$ cat config.mk
export PLATFORM = sky130hd
export DESIGN_NAME = sscs_ctrl
export DESIGN_NICKNAME = d
export VERILOG_FILES = /design/src/rtl/core/sscs_pkg.sv /design/src/rtl/core/sscs_ctrl.sv
export SDC_FILE = /design/constraint.sdc
export NUM_CORES = 1
export LEC_CHECK = 0
export ABC_CLOCK_PERIOD_IN_PS = 2000
export BUFFER_PORTS_ARGS = -buffer_cell sky130_fd_sc_hd__buf_2
export CAP_MARGIN = 10
export CORE_AREA = 2 2 39 41
export DETAILED_ROUTE_END_ITERATION = 8
export DIE_AREA = 0 0 41 43
export PLACE_DENSITY = 0.35
export SLEW_MARGIN = 20
export SYNTH_ARGS = -nofsm -noshare
export SYNTH_HDL_FRONTEND = slang
export SYNTH_SLANG_ARGS = --single-unit
$ cat constraint.sdc
create_clock -name clk -period 2 [get_ports clk]
set_input_delay 0.4 -clock clk [delete_from_list [all_inputs] [get_ports clk]]
set_output_delay 0.4 -clock clk [all_outputs]
set_load 0.01 [all_outputs]
$ cat src/rtl/core/sscs_pkg.sv
// ----------------------------------------------------------------------------
// sscs_pkg
// Shared codes, field widths and control types of the sparse-set store.
// ----------------------------------------------------------------------------
`default_nettype none

package sscs_pkg;

  localparam int CMD_W  = 3;
  localparam int ENT_W  = 10;
  localparam int POOL_W = 3;
  localparam int VAL_W  = 64;
  localparam int POS_W  = 8;
  localparam int STAT_W = 3;
  localparam int LIVE_W = 10;
  localparam int CFG_W  = 4;

  localparam logic [CMD_W-1:0] CMD_CREATE  = 3'd0;
  localparam logic [CMD_W-1:0] CMD_DESTROY = 3'd1;
  localparam logic [CMD_W-1:0] CMD_ADD     = 3'd2;
  localparam logic [CMD_W-1:0] CMD_SET     = 3'd3;
  localparam logic [CMD_W-1:0] CMD_GET     = 3'd4;
  localparam logic [CMD_W-1:0] CMD_REMOVE  = 3'd5;
  localparam logic [CMD_W-1:0] CMD_ITERATE = 3'd6;

  localparam logic [STAT_W-1:0] ST_OK        = 3'd0;
  localparam logic [STAT_W-1:0] ST_BAD_POOL  = 3'd1;
  localparam logic [STAT_W-1:0] ST_NOT_ALIVE = 3'd2;
  localparam logic [STAT_W-1:0] ST_ABSENT    = 3'd3;
  localparam logic [STAT_W-1:0] ST_FULL      = 3'd4;
  localparam logic [STAT_W-1:0] ST_END       = 3'd5;

  typedef enum logic [2:0] {
    S_IDLE,
    S_LOOK,
    S_CHECK,
    S_VERIFY,
    S_EXEC
  } state_t;

  typedef struct packed {
    logic load;
    logic check;
    logic verify;
    logic exec;
  } dp_cmd_t;

  typedef struct packed {
    logic out_free;
    logic more_pools;
  } dp_stat_t;

endpackage

`default_nettype wire

$ cat src/rtl/core/sscs_ctrl.sv
// ----------------------------------------------------------------------------
// sscs_ctrl
// Command sequencer: lookup, slot check, last-slot fetch, execute.
// ----------------------------------------------------------------------------
`default_nettype none

module sscs_ctrl (
  input  wire logic               clk,
  input  wire logic               rst,
  input  wire logic               req_valid,
  output logic                    req_ready,
  input  wire sscs_pkg::dp_stat_t stat,
  output sscs_pkg::dp_cmd_t       cmd
);

  sscs_pkg::state_t state, state_next;

  always_ff @(posedge clk) begin
    if (rst) begin
      state <= sscs_pkg::S_IDLE;
    end else begin
      state <= state_next;
    end
  end

  always_comb begin
    state_next = state;
    cmd        = '0;
    req_ready  = 1'b0;
    unique case (state)
      sscs_pkg::S_IDLE: begin
        req_ready = 1'b1;
        cmd.load  = req_valid;
        if (req_valid) begin
          state_next = sscs_pkg::S_CHECK;
        end
      end
      sscs_pkg::S_LOOK: begin
        state_next = sscs_pkg::S_CHECK;
      end
      sscs_pkg::S_CHECK: begin
        cmd.check  = 1'b1;
        state_next = sscs_pkg::S_VERIFY;
      end
      sscs_pkg::S_VERIFY: begin
        cmd.verify = 1'b1;
        state_next = sscs_pkg::S_EXEC;
      end
      sscs_pkg::S_EXEC: begin
        if (stat.out_free) begin
          cmd.exec   = 1'b1;
          state_next = stat.more_pools ? sscs_pkg::S_LOOK : sscs_pkg::S_IDLE;
        end
      end
      default: begin
        state_next = sscs_pkg::S_IDLE;
      end
    endcase
  end

endmodule

`default_nettype wire

## Yosys cells after proc, flatten, opt, wreduce, memory -nomap -nowiden

Index checks and enable logic that the tools add are counted.

- Register bits: 3
- Bits of input ports: 5
- Word-level logic and storage cells: 19

- Equal/unequal tests: 6
- Muxes and demuxes: 10
- Reduce and logical (&&, ||, !) cells: 2

Operators by type and width:

| operator | number |
|---|---|
| 3-bit case mux with 5 select lines | 1 |
| 1-bit two-way mux | 7 |
| 3-bit by 2-bit == test with 1-bit output (second input constant) | 2 |
| 3-bit two-way mux | 2 |
| 2-bit != test (second input constant) | 2 |
| 3-bit by 1-bit == test with 1-bit output (second input constant) | 1 |
| 3-bit == test (second input constant) | 1 |
| 3-bit logical NOT | 1 |
| 2-bit AND reduction | 1 |

## Logic depth before layout (Yosys ltp)

Gate-level depths: netlist of the first run.

- Word-level depth: 3
- Gate-level depth with buffers: 3
- Gate-level depth less buffers: 2

## Worst setup path after synthesis of the first run

Ideal clock, no wire load.

- Path kind: reg2out
- Start: reg state[0]
- End: out cmd[3] in the netlist's numbering
- Arrival time: 911 ps
- Path slack: 689 ps
- Cell stages (with the launch flop): 4
- Cells stage by stage: dfxtp_1 clkbuf_2 nor3_2 and2_1

RTL lines:

| item | RTL line | text |
|---|---|---|
| start, declared | sscs_ctrl.sv:16 | `sscs_pkg::state_t state, state_next;` |
| start signal, assigned | sscs_ctrl.sv:20 | `state <= sscs_pkg::S_IDLE;` |
| start signal, assigned | sscs_ctrl.sv:22 | `state <= state_next;` |
| end, declared | sscs_ctrl.sv:13 | `output sscs_pkg::dp_cmd_t cmd` |

==> results of run 1 <==
final cells by class:
cell class	count	area share (%)
Tap cell	16	7.80
Sequential cell	3	23.4
Multi-Input combinational cell	13	41.0
Timing Repair Buffer	9	17.6
Clock buffer	4	10.2
worst register-to-register path, cell delays in order (launching register included):
cell     delay (ns)
dfxtp_1        0.44
and3b_1        0.22
o21ba_1        0.17
report_power, final:
part / switching (W) / internal [W]
Combinational: 0.0000154 / 0.0000174
Clock: 0.0000318 / 0.0000748
Sequential: 0.00000954 / 0.0000644
metrics by stage:
step | util, % | hold slack, ns
after CTS | 18.5 | 0.366
after global placement | 16.6 | 0.553
after global routing | 18.5 | 0.372
final | 18.5 | 0.374
after detailed placement | 16.6 | 0.557
after floorplan | - | 0.473
per-layer routing:
metal	routed length [microns]	global-route usage, %	part of all wire, %
met1	212	8.95	54
met2	106	5.00	27
met3	53	5.24	14
met4	19	8.00	4.9
met5	0	0	0
cells in the final DEF, fill, tap and decap left out, drive strengths merged, types with 3 or more instances in the layout:
cell type  count
clkbuf         4
nor3           3
dfxtp          3
buf            9
cell families (layout without fill, tap and decap cells):
| kind of cell | count (synthesis) | after routing | synth area share (%) |
|---|---|---|---|
| flops | 3 | 3 | 35.3 |
| simple gates | 10 | 10 | 42.6 |
| compound gates | 3 | 3 | 19.1 |
| buf+inv | 1 | 13 | 2.94 |
path summary, 6_finish.rpt:
path | start | endpoint | cells past startpoint
worst max register to register | state[2] | state[2] | 2
worst min-delay path | rst | state[0] | 2
worst min register to register | state[2] | state[1] | 1
worst max-delay path | state[0] | cmd[3] | 3
==> run_results.csv, run 1 <==
group,metric,value,unit
grt,grt_max_degree,9,
critical_path,cpPeakStageDelay,0.48,ns
yosys,netlist_top_cells_area,"dfxtp_1 35%, a2111oi_2 8.8%, nor4b_2 8.8%",
yosys,synth_cell_types,14,
min_path,hp-class,"in -> reg",
clock_tree,ctsResizeCount,0,
clock_tree,cts_max_level,1,
drt,postRouteAntennaNets,0,
grt,gr-usage-all-layers,6.61,%
pwr,p_leak,0.117,nW
drt,via_per_inst,3.80,
drt,via_count,171,
yosys,syn_nets,22,
clock_tree,insertion_delay,0.23,ns
die,initial_core_util,12.3,%
sta,fmax,0.667,GHz
grt,antenna_found_initial,0,
critical_path,path_delay_family,"flip-flops",
critical_path,path_max_fanout,8,
sta,layout_setup_ws,0.501,ns
die,die_x,41,microns
die,io-pin-count,10,
yosys,seq_area_frac_synth,35.3,%
placed_design,hpwl,297,microns
sta,slew_violations,0,
pwr,powerDensity,832,nW/um^2
yosys,ys_seq_elements,3,
critical_path,cp.arrival,1.10,ns
grt,grt_pass1_wl,690,microns
layout,seq_area,60.1,sq um
critical_path,crit_chain,"nor3_2, and2_1, buf_2",
critical_path,r2r_slack,1.06,ns
yosys,syn_avg_cell_area,10.0,sq um
clock_tree,ctsHoldBuffers,0,
grt,grt_pass1_vias,159,
clock_tree,cts_tree,"built",
clock_tree,cts-root-buf,"clkbuf_4",
die,die_height,43,microns
drt,drt_iter0_drc,2,
placed_design,gp_congestion,0.656,
pwr,ir_worst_vdd,144,uV
clock_tree,cts_max_path_buffers,2,
placed_design,io_buffers,9,
layout,antennaDiodeCount,0,
drt,avgRoutedWirePerCell,8.69,microns
sta,slew_headroom,80.2,%
yosys,synthCells,17,
yosys,yosysWarnings,0,
clock_tree,clock_sinks,3,
layout,stdcell_count,45,
pwr,finalPower,0.000213,W
sta,finClkSkew,0.00453,ns
layout,largest_reg_flops,3,
yosys,syn_area,170,sq um
critical_path,crit_path_start_kind,"register",
clock_tree,path_clk_slew,0.04,ns
yosys,synth_ff_type,"dfxtp_1",
layout,nNetsFinal,35,
critical_path,critPathRequiredTime,1.60,ns
layout,area_growth,50.7,%
critical_path,cp_num_buf_inv,1,
yosys,synth_edf_count,0,
yosys,async_reset_ff_share,0,%
placed_design,dp_slack,0.746,ns
grt,overflow,0,
yosys,synth.most_common_cell,"dfxtp_1",
layout,final_layout_size_suffix_gt1_share,51.7,%
layout,fillers,157,
clock_tree,postCtsSetupBuffers,0,
placed_design,dp_cells,41,
sta,rsz0062_at_grt,"no",
critical_path,criticalPathCategory,"reg -> out",
layout,multiInputGateArea,105,sq um
run,maxCapViolations,0,
layout,regMostFlops,"state",
sta,worst_pin_slew,0.297,ns
sta,setup_tns,0,ns
clock_tree,cts_buffers,3,
critical_path,cpMaxStageDelayCell,"dfxtp_1",
placed_design,post_dp_cell_area,230,sq um
layout,finalInstanceArea,256,sq um
yosys,ys_top_cells_by_count,"3 x dfxtp_1, 2 x nor3_1",
drt,drc_errors,0,
sta,period_needed,1.50,ns
sta,setup_viol,0,
drt,postRouteWirelength,391,microns
outcome,status,"completed",
drt,dr.pass1.iters,3,
die,core,1380,sq um
critical_path,worst_setup_path_end_kind,"primary output",
die,die-area,1760,sq um
sta,min_period_over_period,75.0,%
yosys,netlist.area_leader.share,35.3,%
yosys,synth_top_area_cell,"dfxtp_1",
layout,top_regs,"state: 3 flops",
sta,hold_violations,0,
die,fp-row-count,14,
No activity file was read; power rests on OpenSTA's default activity.
==> run 2: changes to the inputs <==
ABC_AREA = 1   (was default)
ABC_CLOCK_PERIOD_IN_PS = 1470   (was 2000)
PLACE_DENSITY = 0.34   (was 0.35)
clock period = 1.47 ns   (was 2 ns; I/O delays follow)
==> run_results.csv, run 2 <==
group,metric,value,unit
outcome,status,"completed",
layout,nNetsFinal,47,
die,initial_core_util,12.2,%
min_path,whs_endpoint,"state[0]",
layout,final_util,18.8,%
die,io-pin-count,10,
critical_path,cp.arrival,1.07,ns
drt,drt_iter0_drc,2,
clock_tree,ctsHoldBuffers,0,
layout,seq_area,60.1,sq um
grt,grt_pass1_vias,184,
critical_path,r2r_slack,0.53,ns
layout,final_layout_size_suffix_gt1_share,31.7,%
layout,regMostFlops,"state",
critical_path,criticalPathCategory,"reg -> out",
yosys,syn_avg_cell_area,6.03,sq um
layout,largest_reg_flops,3,
yosys,syn_area,169,sq um
placed_design,io_buffers,9,
critical_path,path_max_fanout,5,
placed_design,gp_congestion,0.671,
sta,rsz0062_at_grt,"no",
yosys,async_reset_ff_share,0,%
clock_tree,cts_tree,"built",
die,fp-row-count,14,
layout,antennaDiodeCount,0,
layout,final_cell_mix,"9 x buf_2, 8 x inv_1, 6 x nand3_1",
sta,fmax,0.731,GHz
yosys,seq_area_frac_synth,35.6,%
yosys,netlist_top_cells_area,"dfxtp_1 36%, nand3_1 18%, inv_1 18%",
critical_path,reg2reg_depth,4,
drt,drc_errors,0,
grt,grt_pass1_wl,752,microns
die,die_x,41,microns
clock_tree,clock_sinks,3,
grt,overflow,0,
layout,multiInputGateArea,78.8,sq um
drt,postRouteWirelength,435,microns
layout,fillers,168,
yosys,synth_top_area_cell,"dfxtp_1",
drt,via_per_inst,3.60,
sta,period_needed,1.37,ns
run,maxCapViolations,0,
placed_design,dp_slack,0.346,ns
clock_tree,cts_buffers,3,
sta,setup_tns,0,ns
sta,finClkSkew,0.00200,ns
yosys,synth.most_common_cell,"inv_1",
yosys,ys_seq_elements,3,
min_path,hold_depth,2,
die,die-area,1760,sq um
sta,slew_violations,0,
clock_tree,cts_max_path_buffers,2,
grt,antenna_found_initial,0,
grt,grt_max_degree,6,
pwr,finalPower,0.000294,W
sta,worst_pin_slew,0.201,ns
layout,top_regs,"state: 3 flops",
critical_path,reg2reg_from,"state[0]",
drt,dr.pass1.iters,2,
critical_path,worst_setup_path_end_kind,"primary output",
sta,hold_violations,0,
sta,setup_viol,0,
min_path,min-delay-start,"rst",
clock_tree,cts-root-buf,"clkbuf_4",
min_path,hp-class,"in -> reg",
clock_tree,path_clk_slew,0.04,ns
die,core,1380,sq um
critical_path,critPathRequiredTime,1.18,ns
yosys,ys_top_cells_by_count,"8 x inv_1, 6 x nand3_1, 4 x nand2_1",
clock_tree,insertion_delay,0.23,ns
drt,postRouteAntennaNets,0,
yosys,synth_ff_type,"dfxtp_1",
layout,area_growth,54.1,%
yosys,synth_cell_types,8,
pwr,powerDensity,1130,nW/um^2
drt,via_count,205,
yosys,synthCells,28,
sta,slew_headroom,86.5,%
clock_tree,postCtsSetupBuffers,0,
yosys,syn_nets,33,
critical_path,crit_path_start_kind,"register",
yosys,synth_edf_count,0,
critical_path,r2r_end,"state[0]",
drt,avgRoutedWirePerCell,7.63,microns
placed_design,hpwl,352,microns
sta,min_period_over_period,93.0,%
yosys,yosysWarnings,0,
pwr,ir_worst_vdd,494,uV
grt,gr-usage-all-layers,6.73,%
sta,layout_setup_ws,0.103,ns
layout,final_common_cell,"buf_2",
die,die_height,43,microns
pwr,p_leak,0.157,nW
clock_tree,ctsResizeCount,0,
clock_tree,cts_max_level,1,
yosys,netlist.area_leader.share,35.6,%
[run 2: cell types whose count changed after synthesis, sizes merged, moves of 2 or more]
cell,delta
a21oi,+2
inv,+8
nand2,+3
nand3,+6
nor2,+3
nor3,-3
[run 2: metrics by stage]
step | instance area (sq um) | hold WS, ns | cells
2_1_floorplan | 169 | 0.363 | 28
3_3_place_gp | 234 | 0.496 | 53
3_5_place_dp | 234 | 0.492 | 53
4_1_cts | 260 | 0.252 | 57
5_1_grt | 260 | 0.257 | 57
6_report | 260 | 0.259 | 57
[run 2: critical path, stage by stage, from the launching register on]
cell,delay [ns]
dfxtp_1,0.36
inv_1,0.10
nor4_1,0.21
buf_2,0.17
[run 2: layer usage]
layer,vias up,GRT usage (%),wire [microns]
met3,0,4.71,30
met4,0,4.00,0
met1,86,7.72,205
met2,7,8.75,199
li1,112,-,-
met5,-,0,0
[run 2: worst max path at each step]
stage,start,to
detailed placement,state[2],cmd[0]
finish,state[2],cmd[0]
floorplan,state[2],cmd[0]
global placement,state[0],cmd[3]
global route,state[2],cmd[0]
CTS,state[2],cmd[0]
[run 2: logic make-up (layout without fill, tap and decap cells)]
| logic type | after synthesis | after routing | synth area share, % |
|---|---|---|---|
| compound gates | 2 | 2 | 5.93 |
| buf+inv | 8 | 21 | 17.8 |
| flops | 3 | 3 | 35.6 |
| simple gates | 15 | 15 | 40.7 |
[run 2: power breakdown]
| part | internal [W] | switching, W | total [W] |
|---|---|---|---|
| clock | 0.000102 | 0.0000403 | 0.000142 |
| combinational | 0.0000236 | 0.0000319 | 0.0000556 |
| sequential | 0.0000879 | 0.00000820 | 0.0000961 |
[run 2: cell type report]
cell class / instances / share of cell area, %
timing repair buffer: 9 / 17.3
clock buffer: 4 / 10.1
sequential: 3 / 23.1
tap: 16 / 7.69
multi-input combinational: 17 / 30.3
inverter: 8 / 11.5
==> run 3: changes to the inputs <==
CELL_PAD_IN_SITES_DETAIL_PLACEMENT = 1   (was default)
CELL_PAD_IN_SITES_GLOBAL_PLACEMENT = 2   (was default)
PLACE_DENSITY = 0.57   (was 0.34)
RECOVER_POWER = 50   (was default)
==> run_results.csv, run 3 (synthesis results as in run 2) <==
group,metric,value,unit
clock_tree,path_clk_slew,0.04,ns
drt,via_per_inst,3.58,
critical_path,reg2reg_from,"state[0]",
clock_tree,cts_buffers,3,
sta,slew_headroom,87.4,%
grt,grt_pass1_wl,738,microns
sta,fmax,0.725,GHz
min_path,whs_endpoint,"state[2]",
placed_design,post_dp_cell_area,234,sq um
placed_design,gp_congestion,0.610,
clock_tree,postCtsSetupBuffers,0,
die,initial_core_util,12.2,%
die,die-area,1760,sq um
sta,hold_violations,0,
sta,slew_violations,0,
clock_tree,insertion_delay,0.23,ns
layout,final_cell_mix,"9 x buf_2, 7 x inv_1, 6 x nand3_1",
layout,final_common_cell,"buf_2",
layout,final_layout_size_suffix_gt1_share,36.6,%
drt,avgRoutedWirePerCell,8.19,microns
critical_path,criticalPathCategory,"reg -> out",
layout,top_regs,"state: 3 flops",
critical_path,r2r_slack,0.52,ns
layout,stdcell_count,57,
critical_path,cp.arrival,1.08,ns
clock_tree,cts_tree,"built",
layout,area_growth,57.8,%
clock_tree,ctsHoldBuffers,0,
die,io-pin-count,10,
critical_path,crit_path_start_kind,"register",
die,die_height,43,microns
clock_tree,clock_sinks,3,
critical_path,r2r_end,"state[0]",
pwr,p_leak,0.158,nW
die,die_x,41,microns
layout,antennaDiodeCount,0,
grt,overflow,0,
sta,min_period_over_period,93.8,%
clock_tree,cts-root-buf,"clkbuf_4",
critical_path,worst_setup_path_end_kind,"primary output",
pwr,ir_worst_vdd,255,uV
min_path,hp-class,"in -> reg",
layout,regMostFlops,"state",
grt,grt_pass1_vias,192,
die,fp-row-count,14,
clock_tree,cts_max_path_buffers,2,
sta,setup_tns,0,ns
sta,setup_viol,0,
min_path,min-delay-start,"rst",
sta,finClkSkew,0.00106,ns
drt,postRouteWirelength,467,microns
run,maxCapViolations,0,
placed_design,io_buffers,9,
grt,gr-usage-all-layers,6.82,%
critical_path,critPathRequiredTime,1.18,ns
pwr,powerDensity,1110,nW/um^2
layout,finalInstanceArea,267,sq um
clock_tree,cts_max_level,1,
sta,worst_pin_slew,0.187,ns
outcome,status,"completed",
placed_design,hpwl,356,microns
critical_path,reg2reg_depth,4,
grt,grt_max_degree,6,
drt,postRouteAntennaNets,0,
min_path,hold_depth,2,
grt,antenna_found_initial,0,
layout,nNetsFinal,47,
placed_design,dp_cells,53,
critical_path,path_max_fanout,5,
drt,drc_errors,0,
drt,via_count,204,
drt,drt_iter0_drc,0,
layout,largest_reg_flops,3,
sta,rsz0062_at_grt,"no",
sta,period_needed,1.38,ns
die,core,1380,sq um
drt,dr.pass1.iters,1,
## run 3: changes by cell type in the layout (fill, tap and decap cells not counted)
cell | before | now
inv_1 | 8 | 7
nor4_1 | 1 | 0
nor4_2 | 0 | 1
inv_2 | 0 | 1
## run 3: area by class of cell
class	count	area [sq um]
clock buffers	4	26.3
inverters	8	30.0
repair buffers	9	45.0
flip-flops and latches	3	60.1
multi-input cells	17	85.1
fillers	184	1120
well taps	16	20.0
## run 3: power breakdown
group          internal (W)  switching [W]
Sequential        0.0000879     0.00000875
Combinational     0.0000239      0.0000323
Clock              0.000102      0.0000413
## run 3: worst max path at each step
stage / start / end / slack, ns
after floorplan: state[2] / cmd[0] / 0.34
after global placement: state[2] / cmd[0] / 0.23
after detailed placement: state[2] / cmd[0] / 0.25
after CTS: state[2] / cmd[0] / 0.02
after global routing: state[0] / cmd[3] / 0.009
final: state[2] / cmd[0] / 0.09
## run 3: routing by layer
| metal | global-route usage (%) | wire length, microns | up-vias |
|---|---|---|---|
| li1 | - | - | 111 |
| met1 | 8.01 | 236 | 86 |
| met2 | 7.81 | 193 | 7 |
| met3 | 3.14 | 37 | 0 |
| met4 | 8.00 | 0 | 0 |
| met5 | 0 | 0 | - |
## run 3: per-stage QoR
step | util [%] | power [W] | hold WS (ns) | setup WS, ns
finish | 19.3 | 0.000296 | 0.247 | 0.0916
CTS | 19.3 | 0.000308 | 0.238 | 0.0243
floorplan | - | 0.000130 | 0.363 | 0.337
global route | 19.3 | 0.000325 | 0.253 | 0.00884
detailed placement | 16.9 | 0.000153 | 0.489 | 0.247
global placement | 16.9 | 0.000154 | 0.491 | 0.229
## run 3: what timing repair did
item | in CTS | in global routing
pin swaps | 0 | 0
endpoints found under the setup margin | 1 | 1
resized for setup | 1 | 1
## run 3: worst max-delay path: stages (launching register included)
cell,delay (ns)
dfxtp_1,0.40
inv_2,0.09
nor4_2,0.20
buf_2,0.16
